`src/rtl/bbrf_pkg.sv`:
```
// Box blur row filter: shared constants.
// Used by the top level, the scaling unit and the port checker.
package bbrf_pkg;

  localparam int MAX_RADIUS  = 15;
  localparam int SAMPLE_BITS = 8;

  // Configuration port
  localparam int CFG_IDX_BITS  = 1;
  localparam int CFG_DATA_BITS = 16;
  localparam int RADIUS_BITS   = 4;
  localparam int INV_BITS      = 16;

  localparam logic [CFG_IDX_BITS-1:0] REG_RADIUS     = 1'b0;
  localparam logic [CFG_IDX_BITS-1:0] REG_INV_WINDOW = 1'b1;

  localparam logic [RADIUS_BITS-1:0] RADIUS_RESET = 4'd1;
  localparam logic [INV_BITS-1:0]    INV_RESET    = 16'd21845;

  // Half an LSB of the Q0.16 product, for round half up
  localparam int ROUND_HALF = 1 << (INV_BITS - 1);

endpackage

```
`src/rtl/bbrf_scale.sv`:
```
// Box blur row filter: window sum times Q0.16 reciprocal, rounded and saturated.
// Product registered on load_i; rounding and clamp follow the register.
// Depends on bbrf_pkg.
module bbrf_scale #(
  parameter int SUM_BITS    = 13,
  parameter int SAMPLE_BITS = bbrf_pkg::SAMPLE_BITS
) (
  input  logic                          clk_i,
  input  logic                          load_i,
  input  logic [SUM_BITS-1:0]           sum_i,
  input  logic [bbrf_pkg::INV_BITS-1:0] inv_i,
  output logic [SAMPLE_BITS-1:0]        pix_o
);

  localparam int PW = SUM_BITS + bbrf_pkg::INV_BITS;

  logic [PW-1:0]       prod_q;
  logic [PW:0]         rnd;
  logic [SUM_BITS:0]   scaled;

  always_ff @(posedge clk_i) begin
    if (load_i) begin
      prod_q <= PW'(sum_i) * PW'(inv_i);
    end
  end

  assign rnd    = {1'b0, prod_q} + (PW + 1)'(bbrf_pkg::ROUND_HALF);
  assign scaled = rnd[PW:bbrf_pkg::INV_BITS];

  // anything above the sample range clamps to full scale
  assign pix_o = (|scaled[SUM_BITS:SAMPLE_BITS]) ? '1 : scaled[SAMPLE_BITS-1:0];

endmodule

```
`src/rtl/box_blur_row_filter.sv`:
```
// Box blur row filter: horizontal box mean with edge replication, top level.
// Holds the sample memory, the running sum and the item sequencer.
// Depends on bbrf_pkg and bbrf_scale.
//
// Use: samples of a row enter on the s_axis channel, tlast on the last sample of the row.
// Results leave on m_axis, the mean of 2r+1 samples around one row position, with the
// first and last samples of the row repeated past its ends; tlast marks the final
// result of a row. Results lag the input by r samples, and the row-end sample flushes
// the r (or fewer, for a short row) pending results.
// radius and inv_window are to be written through the cfg port while the block is idle;
// the block itself does not enforce this. Samples sit in a 2^AW-entry circular memory;
// each result updates the running sum by one memory read (sample leaving the window).
// An item passes through ST_SUM, ST_MUL and ST_PUT, and a row-end item repeats
// ST_FL_RD, ST_FL_ADD, ST_MUL and ST_PUT for each further flushed position; no new item
// is taken until the sequencer is back in ST_IDLE. A radius that differs from the one
// used earlier in the row makes ST_RC_RD and ST_RC_ADD rebuild the sum from memory.
// The result sits in an output register, so the next item is taken while it waits;
// a stalled receiver holds the sequencer only when a further result must be loaded.
// Reset clears the control and configuration registers (radius 1, inv_window 21845)
// and starts a new row; the memory needs no clearing.
module box_blur_row_filter #(
  parameter int MAX_RADIUS  = bbrf_pkg::MAX_RADIUS,
  parameter int SAMPLE_BITS = bbrf_pkg::SAMPLE_BITS,
  localparam int TDW        = ((SAMPLE_BITS + 7) / 8) * 8
) (
  input  logic                               clk_i,
  input  logic                               rst_ni,
  // configuration
  input  logic                               cfg_we_i,
  input  logic [bbrf_pkg::CFG_IDX_BITS-1:0]  cfg_idx_i,
  input  logic [bbrf_pkg::CFG_DATA_BITS-1:0] cfg_data_i,
  // input stream
  input  logic                               s_axis_tvalid,
  output logic                               s_axis_tready,
  input  logic [TDW-1:0]                     s_axis_tdata,  // sample, zero padded
  input  logic                               s_axis_tlast,  // row_end
  // output stream
  output logic                               m_axis_tvalid,
  input  logic                               m_axis_tready,
  output logic [TDW-1:0]                     m_axis_tdata,  // blurred, zero padded
  output logic                               m_axis_tlast   // last_of_row
);

  localparam int AW      = $clog2(2 * MAX_RADIUS + 2);
  localparam int DEPTH   = 1 << AW;
  localparam int RW      = $clog2(MAX_RADIUS + 1);
  localparam int CW      = (RW > bbrf_pkg::RADIUS_BITS) ? RW : bbrf_pkg::RADIUS_BITS;
  localparam int SW      = SAMPLE_BITS + AW;
  localparam int EW      = AW + 1;
  localparam int POS_SAT = 2 * MAX_RADIUS + 1;

  typedef enum logic [2:0] {
    ST_IDLE,
    ST_SUM,
    ST_RC_RD,
    ST_RC_ADD,
    ST_MUL,
    ST_PUT,
    ST_FL_RD,
    ST_FL_ADD
  } state_e;

  state_e                              state_q, state_d;
  logic [bbrf_pkg::RADIUS_BITS-1:0]    radius_q, radius_d;
  logic [bbrf_pkg::INV_BITS-1:0]       inv_q, inv_d;
  logic [AW-1:0]                       wa_q, wa_d;
  logic [AW-1:0]                       pos_q, pos_d;
  logic [SAMPLE_BITS-1:0]              first_q, first_d;
  logic [SAMPLE_BITS-1:0]              smp_q, smp_d;
  logic                                end_q, end_d;
  logic [AW-1:0]                       n_q, n_d;
  logic [RW-1:0]                       r_q, r_d;
  logic [RW-1:0]                       r_run_q, r_run_d;
  logic [SW-1:0]                       sum_q, sum_d;
  logic [RW-1:0]                       j_q, j_d;
  logic [AW-1:0]                       k_q, k_d;
  logic                                out_valid_q, out_valid_d;
  logic [SAMPLE_BITS-1:0]              out_pix_q, out_pix_d;
  logic                                out_last_q, out_last_d;

  logic [SAMPLE_BITS-1:0] mem [DEPTH];
  logic [SAMPLE_BITS-1:0] rd_q;
  logic                   mem_we, mem_re;
  logic [AW-1:0]          mem_raddr;

  logic                   in_acc;
  logic                   out_free;
  logic [RW-1:0]          r_eff;
  logic [CW-1:0]          rad_ext;
  logic [EW-1:0]          n_e, r_e, two_r, j_e, k_e, two_r_eff;
  logic                   emit;
  logic                   scale_load;
  logic [SAMPLE_BITS-1:0] pix;
  logic [SAMPLE_BITS-1:0] leave;
  logic [SW-1:0]          init_sum;

  assign in_acc   = s_axis_tvalid && s_axis_tready;
  assign out_free = !out_valid_q || m_axis_tready;

  assign rad_ext   = CW'(radius_q);
  assign r_eff     = (rad_ext > CW'(MAX_RADIUS)) ? RW'(MAX_RADIUS) : RW'(rad_ext);
  assign two_r_eff = EW'(r_eff) << 1;

  assign n_e   = EW'(n_q);
  assign r_e   = EW'(r_q);
  assign two_r = r_e << 1;
  assign j_e   = EW'(j_q);
  assign k_e   = EW'(k_q);

  // position n - r + j is inside the row
  assign emit     = (n_e + j_e) >= r_e;
  assign init_sum = SW'(smp_q) * SW'({r_q, 1'b1});

  bbrf_scale #(
    .SUM_BITS   (SW),
    .SAMPLE_BITS(SAMPLE_BITS)
  ) u_scale (
    .clk_i (clk_i),
    .load_i(scale_load),
    .sum_i (sum_q),
    .inv_i (inv_q),
    .pix_o (pix)
  );

  always_comb begin
    state_d     = state_q;
    radius_d    = radius_q;
    inv_d       = inv_q;
    wa_d        = wa_q;
    pos_d       = pos_q;
    first_d     = first_q;
    smp_d       = smp_q;
    end_d       = end_q;
    n_d         = n_q;
    r_d         = r_q;
    r_run_d     = r_run_q;
    sum_d       = sum_q;
    j_d         = j_q;
    k_d         = k_q;
    out_valid_d = out_valid_q && !m_axis_tready;
    out_pix_d   = out_pix_q;
    out_last_d  = out_last_q;
    mem_we      = 1'b0;
    mem_re      = 1'b0;
    mem_raddr   = wa_q;
    scale_load  = 1'b0;
    leave       = first_q;

    if (cfg_we_i) begin
      unique case (cfg_idx_i)
        bbrf_pkg::REG_RADIUS:     radius_d = cfg_data_i[bbrf_pkg::RADIUS_BITS-1:0];
        bbrf_pkg::REG_INV_WINDOW: inv_d    = cfg_data_i[bbrf_pkg::INV_BITS-1:0];
        default: ;
      endcase
    end

    unique case (state_q)
      ST_IDLE: begin
        if (in_acc) begin
          // newest sample goes to wa+1; the one leaving the window is 2r+1 back
          wa_d      = wa_q + AW'(1);
          mem_we    = 1'b1;
          mem_re    = 1'b1;
          mem_raddr = wa_q - AW'(two_r_eff);
          smp_d     = s_axis_tdata[SAMPLE_BITS-1:0];
          end_d     = s_axis_tlast;
          n_d       = pos_q;
          r_d       = r_eff;
          if (pos_q == '0) begin
            first_d = s_axis_tdata[SAMPLE_BITS-1:0];
          end
          if (s_axis_tlast) begin
            pos_d = '0;
          end else if (pos_q != AW'(POS_SAT)) begin
            pos_d = pos_q + AW'(1);
          end
          state_d = ST_SUM;
        end
      end
      ST_SUM: begin
        j_d     = '0;
        r_run_d = r_q;
        if (n_q == '0) begin
          sum_d   = init_sum;
          state_d = ST_MUL;
        end else if (r_q != r_run_q) begin
          sum_d   = '0;
          k_d     = '0;
          state_d = ST_RC_RD;
        end else begin
          leave   = (n_e < two_r + EW'(1)) ? first_q : rd_q;
          sum_d   = sum_q + SW'(smp_q) - SW'(leave);
          state_d = ST_MUL;
        end
      end
      ST_RC_RD: begin
        mem_re    = 1'b1;
        mem_raddr = wa_q - k_q;
        state_d   = ST_RC_ADD;
      end
      ST_RC_ADD: begin
        leave = (k_e > n_e) ? first_q : rd_q;
        sum_d = sum_q + SW'(leave);
        if (k_e == two_r) begin
          state_d = ST_MUL;
        end else begin
          k_d     = k_q + AW'(1);
          state_d = ST_RC_RD;
        end
      end
      ST_MUL: begin
        scale_load = 1'b1;
        state_d    = ST_PUT;
      end
      ST_PUT: begin
        if (!emit || out_free) begin
          if (emit) begin
            out_valid_d = 1'b1;
            out_pix_d   = pix;
            out_last_d  = end_q && (j_q == r_q);
          end
          state_d = (end_q && (j_q != r_q)) ? ST_FL_RD : ST_IDLE;
        end
      end
      ST_FL_RD: begin
        // sample at position n - 2r + j leaves the window
        mem_re    = 1'b1;
        mem_raddr = wa_q - AW'(two_r - j_e);
        state_d   = ST_FL_ADD;
      end
      ST_FL_ADD: begin
        leave   = ((n_e + j_e) < two_r) ? first_q : rd_q;
        sum_d   = sum_q + SW'(smp_q) - SW'(leave);
        j_d     = j_q + RW'(1);
        state_d = ST_MUL;
      end
      default: state_d = ST_IDLE;
    endcase
  end

  always_ff @(posedge clk_i or negedge rst_ni) begin
    if (!rst_ni) begin
      state_q     <= ST_IDLE;
      radius_q    <= bbrf_pkg::RADIUS_RESET;
      inv_q       <= bbrf_pkg::INV_RESET;
      wa_q        <= '0;
      pos_q       <= '0;
      first_q     <= '0;
      end_q       <= 1'b0;
      n_q         <= '0;
      r_q         <= '0;
      r_run_q     <= RW'(bbrf_pkg::RADIUS_RESET);
      sum_q       <= '0;
      j_q         <= '0;
      k_q         <= '0;
      out_valid_q <= 1'b0;
      out_last_q  <= 1'b0;
    end else begin
      state_q     <= state_d;
      radius_q    <= radius_d;
      inv_q       <= inv_d;
      wa_q        <= wa_d;
      pos_q       <= pos_d;
      first_q     <= first_d;
      end_q       <= end_d;
      n_q         <= n_d;
      r_q         <= r_d;
      r_run_q     <= r_run_d;
      sum_q       <= sum_d;
      j_q         <= j_d;
      k_q         <= k_d;
      out_valid_q <= out_valid_d;
      out_last_q  <= out_last_d;
    end
  end

  always_ff @(posedge clk_i) begin
    smp_q     <= smp_d;
    out_pix_q <= out_pix_d;
  end

  // sample memory, one write and one registered read per cycle
  always_ff @(posedge clk_i) begin
    if (mem_we) begin
      mem[wa_d] <= smp_d;
    end
    if (mem_re) begin
      rd_q <= mem[mem_raddr];
    end
  end

  assign s_axis_tready = (state_q == ST_IDLE);
  assign m_axis_tvalid = out_valid_q;
  assign m_axis_tdata  = TDW'(out_pix_q);
  assign m_axis_tlast  = out_last_q;

endmodule

```
`config.mk`:
```
export PLATFORM = sky130hd
export DESIGN_NAME = box_blur_row_filter
export DESIGN_NICKNAME = d
export VERILOG_FILES = /design/src/rtl/bbrf_pkg.sv /design/src/rtl/bbrf_scale.sv /design/src/rtl/box_blur_row_filter.sv
export SDC_FILE = /design/constraint.sdc
export NUM_CORES = 1
export LEC_CHECK = 0
export BUFFER_PORTS_ARGS = -buffer_cell sky130_fd_sc_hd__buf_4
export CAP_MARGIN = 20
export CORE_UTILIZATION = 40
export DETAILED_ROUTE_END_ITERATION = 6
export PLACE_DENSITY_LB_ADDON = 0.2
export SLEW_MARGIN = 20
export SYNTH_ARGS = -nofsm -noshare
export SYNTH_HDL_FRONTEND = slang
export SYNTH_SLANG_ARGS = --single-unit
```
`constraint.sdc`:
```
create_clock -name clk_i -period 5.7 [get_ports clk_i]
set_clock_uncertainty 0.15 [all_clocks]
set_input_delay 0.57 -clock clk_i [delete_from_list [all_inputs] [get_ports clk_i]]
set_output_delay 0.57 -clock clk_i [all_outputs]
set_load 0.05 [all_outputs]
```
### After elaboration in Yosys (flattened, before gate mapping)

Memories as Yosys holds them, arrays and structs flattened. A register that Yosys moved wholly into a read port is not among the register bits.
Cells that the tools add are included.

| storage, ports and cells | value |
|---|---|
| register bits after elaboration | 124 |
| logic and storage cells | 121 |
| memories | 1 |
| RAM bits | 256 |
| bits of input ports | 31 |

| operators by class | value |
|---|---|
| reduce and logical (&&, ||, !) cells | 26 |
| eq/ne operators | 17 |
| multipliers | 2 |
| bitwise logic cells | 1 |
| magnitude comparators | 5 |
| muxes and demuxes | 36 |
| $add $sub $neg | 15 |

Memory list:

| memory | depth | width | rd ports | clocked after memory_dff | wr ports | line | text |
|---|---|---|---|---|---|---|---|
| mem | 32 | 8 | 1 | 1 | 1 | box_blur_row_filter.sv:81 | `logic [SAMPLE_BITS-1:0] mem [DEPTH];` |

Operator list:

| kind | count |
|---|---|
| two-way mux 5 bit | 8 |
| two-way mux 8 bit | 5 |
| one-hot mux 13 bit (3 select lines) | 1 |
| adder 29 x 16 -> 30 bit (second input constant) | 1 |
| multiplier 13 x 16 -> 29 bit | 1 |
| adder 13 x 8 -> 13 bit | 2 |
| two-way mux 13 bit | 2 |
| subtractor 13 x 8 -> 13 bit | 2 |
| one-hot mux 3 bit (8 select lines) | 1 |
| two-way mux 3 bit | 6 |
| adder 5 x 1 -> 5 bit (second input constant) | 3 |
| one-hot mux 5 bit (3 select lines) | 1 |
| subtractor 5 bit | 3 |
| multiplier 8 x 5 -> 13 bit | 1 |
| equality test 3 bit (second input constant) | 4 |
| zero test 5 bit | 2 |
| one-hot mux 5 bit (2 select lines) | 1 |
| AND reduction 3 bit | 3 |
| two-way mux 1 bit | 8 |
| inequality test 2 bit (second input constant) | 4 |
| inequality test 4 bit | 2 |
| one-hot mux 4 bit (2 select lines) | 1 |
| AND reduction 2 bit | 4 |
| adder 5 x 1 -> 6 bit (second input constant) | 1 |
| 26 further kinds | 35 |

### Logic depth before layout (Yosys ltp)

Gate-level depths: netlist of the first run.

| depth | value |
|---|---|
| depth in word-level cells | 7 |
| mapped depth | 23 |
| gate-level depth less buffers | 21 |

### By module

A second synthesis of the first run with hierarchy kept.

| second synthesis, totals | value |
|---|---|
| cell total of the unflattened synthesis | 2423 |
| area total of the unflattened synthesis | 26227.7 um2 |

Modules (own cells, without submodules):

| module | instances | area each (um2) | cells each |
|---|---|---|---|
| box_blur_row_filter | 1 | 19132.1 | 1623 |
| bbrf_scale | 1 | 7095.6 | 800 |

### Worst setup path after synthesis of the first run

No wires, ideal clock.

| path | value |
|---|---|
| kind | register to register |
| from | register inv_q[8] (netlist bit) |
| to | register u_scale.prod_q[27] (data pin) |
| path slack | -0.098 ns |
| stages on the path, launching flop included | 19 |
| data required time | 5.293 ns |
| clock period less this slack | 5.798 ns |
| library setup time | 0.257 ns |
| data arrival time | 5.391 ns |
| path through | dfstp_2 > clkbuf_1 > and2_1 > fa_1 > inv_1 > fa_1 > inv_1 > fa_1 > fa_1 > fa_1 > ha_1 > a21o_1 > a21o_1 > a2111oi_0 > o22ai_1 > a211o_1 > and2_1 > o41a_1 > xor2_1 |

| between the ends | value |
|---|---|
| longest elaborated chain between the ends | 1 |

Ends and longest elaborated chain:

| element | line | text |
|---|---|---|
| start: declaration | box_blur_row_filter.sv:65 | `logic [bbrf_pkg::INV_BITS-1:0] inv_q, inv_d;` |
| start signal: assignment | box_blur_row_filter.sv:245 | `inv_q <= bbrf_pkg::INV_RESET;` |
| start signal: assignment | box_blur_row_filter.sv:261 | `inv_q <= inv_d;` |
| multiplier 13 x 16 -> 29 bit | bbrf_scale.sv:23 | `prod_q <= PW'(sum_i) * PW'(inv_i);` |
| end signal: assignment | bbrf_scale.sv:23 |  |
| end: declaration | bbrf_scale.sv:17 | `logic [PW-1:0] prod_q;` |

Every way passes these cells.
A chain may end at the register's enable or synchronous reset.

### Final worst setup path of the first run

| path | value |
|---|---|
| from | register sum_q[1] |
| to | register u_scale.prod_q[27] (data pin) |

| between the ends | value |
|---|---|
| longest elaborated chain between the ends | 1 |

Ends and longest elaborated chain:

| element | line | text |
|---|---|---|
| start: declaration | box_blur_row_filter.sv:74 | `logic [SW-1:0] sum_q, sum_d;` |
| start signal: assignment | box_blur_row_filter.sv:269 | `sum_q <= sum_d;` |
| multiplier 13 x 16 -> 29 bit | bbrf_scale.sv:23 |  |

Every way passes these cells.

==> summary.txt, run 1 <==
result of the run - complete, no violations
Yosys warnings - 0
all-layer global routing usage - 21.1%
Placed Cells - 3342
final antenna diode count - 0
fill cell total of the finished layout - 6059
violation count after the first detailed-route iteration - 1260
slew at the pin closest to its max-slew limit - 0.936 ns
per-cell via count in the routed design - 5.38
relative area change from synthesis to final layout - 12.6%
area of the multi-input gates - 14000 um2
Remaining DRCs - 0
via count of the first global-routing pass - 19.1k
Pre-antenna DRT Iters - 6
total number of clock tree sinks - 373
portion of synthesized cell area occupied by the leading cell type - 32.9%
period utilisation layout - 99.9%
wire length per cell - 20.0 um
aggregate routed wire length - 68400 um
Synth Cell Area - 26100 um2
worst rel slew slack - 36.0%
Min Hold Slack - 0.0357 ns
Critical Path RT - 5.89 ns
Die Area - 66300 um2
starting utilization of the core area - 40.5%
core area - 64500 um2
die width - 258 um
number of max-capacitance violations reported - 0
leading cell types in the layout, fill and taps excluded - 348 x sky130_fd_sc_hd__nand2_1, 286 x sky130_fd_sc_hd__edfxtp_1, 268 x sky130_fd_sc_hd__inv_1
worst hold path class - input pin to flop
storage element area - 10700 um2
number of pins with negative max-slew slack in the final report - 0
Port-buffer cells - 41
synthesized flop and latch total - 373
sequential share of the synthesized area - 41.1%
Yosys cell types - 74
overflow left after global routing - 0
setup repair after global routing missed its margin - true
cell row count - 93
share of final-layout standard cells stronger than drive strength 1 - 12.6%
launching element type of the critical path - flop
Post-synth top flop - sky130_fd_sc_hd__edfxtp_1
sum of net half-perimeters after detailed placement - 49400 um
commonest non-fill, non-tap cell in the layout - sky130_fd_sc_hd__nand2_1
number of enable-type register cells in the synthesized netlist - 286
DR vias - 18.4k
maximum count of clock buffers along a single path - 3
Routability Congestion - 0.917
clock latency reported for the late side of the worst-skew pair - 0.59 ns
largest cells by area after synthesis - sky130_fd_sc_hd__edfxtp_1 33%, sky130_fd_sc_hd__fa_1 14%, sky130_fd_sc_hd__ha_1 7.7%, sky130_fd_sc_hd__dfrtp_1 6.6%, sky130_fd_sc_hd__nand2_1 5.0%
final-stage net count - 2911
die extent in y - 258 um
clock-pin slew of the registers on the worst-case setup and hold paths - 0.06 ns
CTS H-tree lvls - 2
Highest Clock Rate - 176 MHz
number of placed I/O pins - 42
time the worst path needs with I/O delays and setup - 5.69 ns
post-route insts no fill - 3426
maximum number of pins on one net before global-route repair - 68
final number of hold-violating endpoints - 0
Crit Path Category - flop to flop
final setup violation count - 0
wire length of the first global-routing pass - 109000 um
Critical Path Fanout Max - 5
Post-synth ARST share - 21.2%
cts bufs inserted - 44
average size of a mapped cell - 10.6 um2
arrival time at the worst endpoint - 5.88 ns
post-detailed-route count of antenna-violating nets - 0
clock tree from TritonCTS - done
Worst Setup End Kind - flop
Post-Syn Instances - 2468
cell type with the highest aggregate area in the netlist - sky130_fd_sc_hd__edfxtp_1
Mapped Nets - 2841
initial antenna violation count - 1
clock tree root driver cell - sky130_fd_sc_hd__clkbuf_16
[sequential cells by signal, summed over array words and instances, names as in the netlist, 5 cells and up]
signal          cells
smp_q               8
rd_q                8
inv_q              16
u_scale.prod_q     14
pos_q               5
sum_q              13
n_q                 5
wa_q                5
first_q             8
k_q                 5
mem               256
m_axis_tdata        8
[final timing paths]
kind,startpoint,end,slack [ns],depth (start not counted)
max in group asynchronous,rst_ni,sum_q[2],3.96,3
worst max register to register,sum_q[1],u_scale.prod_q[27],0.008,17
worst max-delay path,sum_q[1],u_scale.prod_q[27],0.008,17
worst min register to register,r_run_q[0],r_run_q[0],0.34,2
min in group asynchronous,rst_ni,pos_q[4],0.21,2
worst min-delay path,m_axis_tready,m_axis_tvalid,0.04,2
[stage by stage]
stage	TNS [ns]	util, %	area, um2	setup WS [ns]
floorplan	0	-	26100	0.0203
global placement	-0.266	43.1	27800	-0.158
detailed placement	-0.433	43.1	27800	-0.234
CTS	-0.00317	45.5	29300	-0.00317
global route	-0.369	45.6	29400	-0.214
finish	0	45.6	29400	0.00828
[logic make-up (layout without fill, tap and decap cells)]
| kind of cell | after synthesis | count (layout) | synth area share, % |
|---|---|---|---|
| AND/OR/NAND/NOR | 767 | 767 | 13.9 |
| AO/OA/AOI/OAI | 441 | 441 | 11.7 |
| buffers and inverters | 391 | 494 | 5.92 |
| flip-flops | 373 | 373 | 41.1 |
| adder cells (fa/ha/maj) | 342 | 342 | 21.6 |
| multiplexers | 79 | 79 | 3.25 |
| XOR/XNOR | 75 | 75 | 2.51 |
[what timing repair did]
action,in CTS,in global routing
hold buffers,1,0
hold endpoints to repair,12,0
pin swaps,8,4
endpoints found under the setup margin,4,11
buffers inserted,2,2
resized for setup,6,18
[layer usage]
| layer | vias to the layer above | GRT usage [%] | wire, um |
|---|---|---|---|
| met5 | - | 0 | 0 |
| met3 | 113 | 2.28 | 3050 |
| met2 | 446 | 34.9 | 32100 |
| met1 | 9198 | 28.7 | 31100 |
| met4 | 0 | 7.23 | 2200 |
| li1 | 8692 | - | - |
[area by class of cell]
type,count,share of cell area [%]
clock buffer,53,3.86
clock inverter,26,1.09
inverter,268,3.42
multi-input combinational,1704,47.5
sequential,373,36.5
tap,855,3.64
timing repair buffer,147,3.92
[worst max-delay path, cell delays in order (launching register included)]
cell	delay, ns
sky130_fd_sc_hd__dfrtp_1	0.42
sky130_fd_sc_hd__and2_4	0.18
sky130_fd_sc_hd__fa_1	0.52
sky130_fd_sc_hd__inv_1	0.05
sky130_fd_sc_hd__fa_1	0.47
sky130_fd_sc_hd__inv_1	0.05
sky130_fd_sc_hd__fa_1	0.54
sky130_fd_sc_hd__fa_1	0.43
sky130_fd_sc_hd__fa_1	0.45
sky130_fd_sc_hd__ha_1	0.32
sky130_fd_sc_hd__a21o_1	0.17
sky130_fd_sc_hd__a21o_1	0.18
sky130_fd_sc_hd__a2111oi_4	0.35
sky130_fd_sc_hd__o22ai_4	0.14
sky130_fd_sc_hd__a211o_1	0.33
sky130_fd_sc_hd__and2_1	0.16
sky130_fd_sc_hd__o41a_1	0.37
sky130_fd_sc_hd__xor2_1	0.14
[cells in the mapped netlist, drive strengths merged (69+ instances only)]
cell type and count:
nand2 350, inv 268, clkbuf 97, fa 181
a211oi 79, and2 120, nor2 106, o21ai 79
a21oi 84, and3 72, dfrtp 69, edfxtp 286
ha 161
Power of run 1 is not shown: default switching activity piles up to over one toggle a cycle in this logic, so the estimate is an artifact.
==> run 2, diff against run 1 <==
- clock period: 5.7 -> 5.4 ns (I/O delays scaled with it)
==> run 2 against run 1 <==
  * Clock-buffer cell count is 2 higher
  * Global-route usage rose by 0.11 points
  * Flip-flop and latch count unchanged
  * Routed wire length grew 1.6%
  * The run now ends with setup timing left
  * Fmax grew 1.7%
  * Non-clock buffer count up 20
  * Hold slack improved by 0.0040 ns
  * Via count grew 1.3%
==> summary.txt, run 2 (synthesis gave the netlist of run 1 again) <==
result of the run - finished, violations left
violations in the final reports - setup timing
fill cell total of the finished layout - 6023
FF-to-FF Start - sum_q[1]
die extent in y - 258 um
registers with the highest flip-flop counts - mem x256, inv_q x16, u_scale.prod_q x14
final antenna diode count - 0
top cell family by delay on the critical path - adder cells
routed wl met2 - 32300 um
worst hold path class - input pin to flop
worst rel slew slack - 33.2%
CTS H-tree lvls - 2
Routability Congestion - 0.896
final setup violation count - 2
maximum count of clock buffers along a single path - 3
reg2reg setup slack - -0.20 ns
Worst Setup End Kind - flop
wire length the detailed router placed on met1 - 31000 um
setup repair after global routing missed its margin - true
cell count of the worst hold path - 2
number of placed I/O pins - 42
Min Hold Slack - 0.0397 ns
crit path max-delay cell type - sky130_fd_sc_hd__fa_1
Port-buffer cells - 41
leading cell types in the layout, fill and taps excluded - 345 x sky130_fd_sc_hd__nand2_1, 286 x sky130_fd_sc_hd__edfxtp_1, 262 x sky130_fd_sc_hd__inv_1
Remaining DRCs - 0
period utilisation layout - 104%
commonest non-fill, non-tap cell in the layout - sky130_fd_sc_hd__nand2_1
r2r endpoint - u_scale.prod_q[27]
sum of net half-perimeters after detailed placement - 50100 um
post-detailed-route count of antenna-violating nets - 0
register name with the most flops - mem
starting utilization of the core area - 40.5%
launching element type of the critical path - flop
clock tree from TritonCTS - done
cts bufs inserted - 43
cell-by-cell trace of the critical path - and2_4 -> fa_1 -> inv_1 -> fa_1 -> inv_1 -> fa_1 -> fa_1 -> fa_1 -> ha_1 -> a21o_1 -> a21o_1 -> a2111oi_4 -> o22ai_4 -> a211o_1 -> and2_4 -> o41a_1 -> xor2_1
DR vias - 18.7k
total number of clock tree sinks - 373
Crit Path Category - flop to flop
maximum number of pins on one net before global-route repair - 65
time the worst path needs with I/O delays and setup - 5.60 ns
Placed Cells - 3358
Buffers & Inverters on Critical Path - 2
final-stage net count - 2930
all-layer global routing usage - 21.2%
Pre-antenna DRT Iters - 5
share of final-layout standard cells stronger than drive strength 1 - 14.5%
arrival time at the worst endpoint - 5.78 ns
max reg flops - 256
cell row count - 93
Setup WS post-layout - -0.197 ns
Post-Place Worst Slack - -0.239 ns
number of max-capacitance violations reported - 0
aggregate routed wire length - 69500 um
Crit path top cell by count - sky130_fd_sc_hd__fa_1
relative area change from synthesis to final layout - 13.6%
Highest Clock Rate - 179 MHz
Critical Path RT - 5.58 ns
met3 wire length - 3970 um
number of pins with negative max-slew slack in the final report - 0
Die Area - 66300 um2
clock tree root driver cell - sky130_fd_sc_hd__clkbuf_16
WHS Endpoint - pos_q[2]
slew at the pin closest to its max-slew limit - 0.998 ns
via count of the first global-routing pass - 18.9k
highest metal used - met4
wire length of the first global-routing pass - 108000 um
post-route insts no fill - 3447
clock-pin slew of the registers on the worst-case setup and hold paths - 0.06 ns
core area - 64500 um2
hold_sp - s_axis_tlast
overflow left after global routing - 0
path depth of the worst reg2reg path - 17
Critical Path Fanout Max - 4
per-cell via count in the routed design - 5.42
wire length per cell - 20.2 um
die width - 258 um
initial antenna violation count - 1
violation count after the first detailed-route iteration - 1249
final number of hold-violating endpoints - 0
clock latency reported for the late side of the worst-skew pair - 0.59 ns
max incr delay on CP - 0.53 ns
run 2: how the worst max path moves through the flow:
| stage | end | slack (ns) | cells after the start | from |
|---|---|---|---|---|
| after CTS | u_scale.prod_q[27] | -0.21 | 17 | sum_q[1] |
| after global placement | u_scale.prod_q[27] | -0.20 | 20 | sum_q[1] |
| after floorplan | u_scale.prod_q[27] | -0.03 | 18 | sum_q[3] |
| after detailed placement | u_scale.prod_q[27] | -0.24 | 20 | sum_q[1] |
| final | u_scale.prod_q[27] | -0.20 | 17 | sum_q[1] |
| after global routing | u_scale.prod_q[27] | -0.39 | 20 | sum_q[1] |
run 2: layout make-up:
| class | instances | area [um2] | share of cell area, % |
|---|---|---|---|
| inverter | 268 | 1010 | 3.39 |
| sequential | 373 | 10700 | 36.2 |
| multi-input combinational | 1704 | 14000 | 47.3 |
| clock buffer | 55 | 1150 | 3.88 |
| clock inverter | 25 | 284 | 0.957 |
| timing repair buffer | 167 | 1380 | 4.66 |
| tap | 855 | 1070 | 3.60 |
run 2: repair_timing:
| action | CTS | global route |
|---|---|---|
| pin swaps | 19 | 20 |
| endpoints found under the setup margin | 8 | 14 |
| hold buffers | 2 | 0 |
| buffers inserted | 4 | 4 |
| endpoints found under the hold margin | 38 | 0 |
| gates resized for setup | 29 | 25 |
run 2: per-layer routing:
layer	vias up	track usage, %
li1	8742	-
met1	9301	28.8
met2	531	34.4
met3	111	3.41
met4	0	7.08
met5	-	0
run 2: metrics by stage:
| stage | instance area (um2) | TNS (ns) | util, % |
|---|---|---|---|
| finish | 29700 | -0.214 | 46.0 |
| global route | 29700 | -1.95 | 46.0 |
| CTS | 29600 | -0.843 | 45.9 |
| detailed placement | 28000 | -0.869 | 43.5 |
| global placement | 28000 | -0.612 | 43.5 |
| floorplan | 26200 | -0.0319 | - |
Power of run 2 is left out for the same reason.
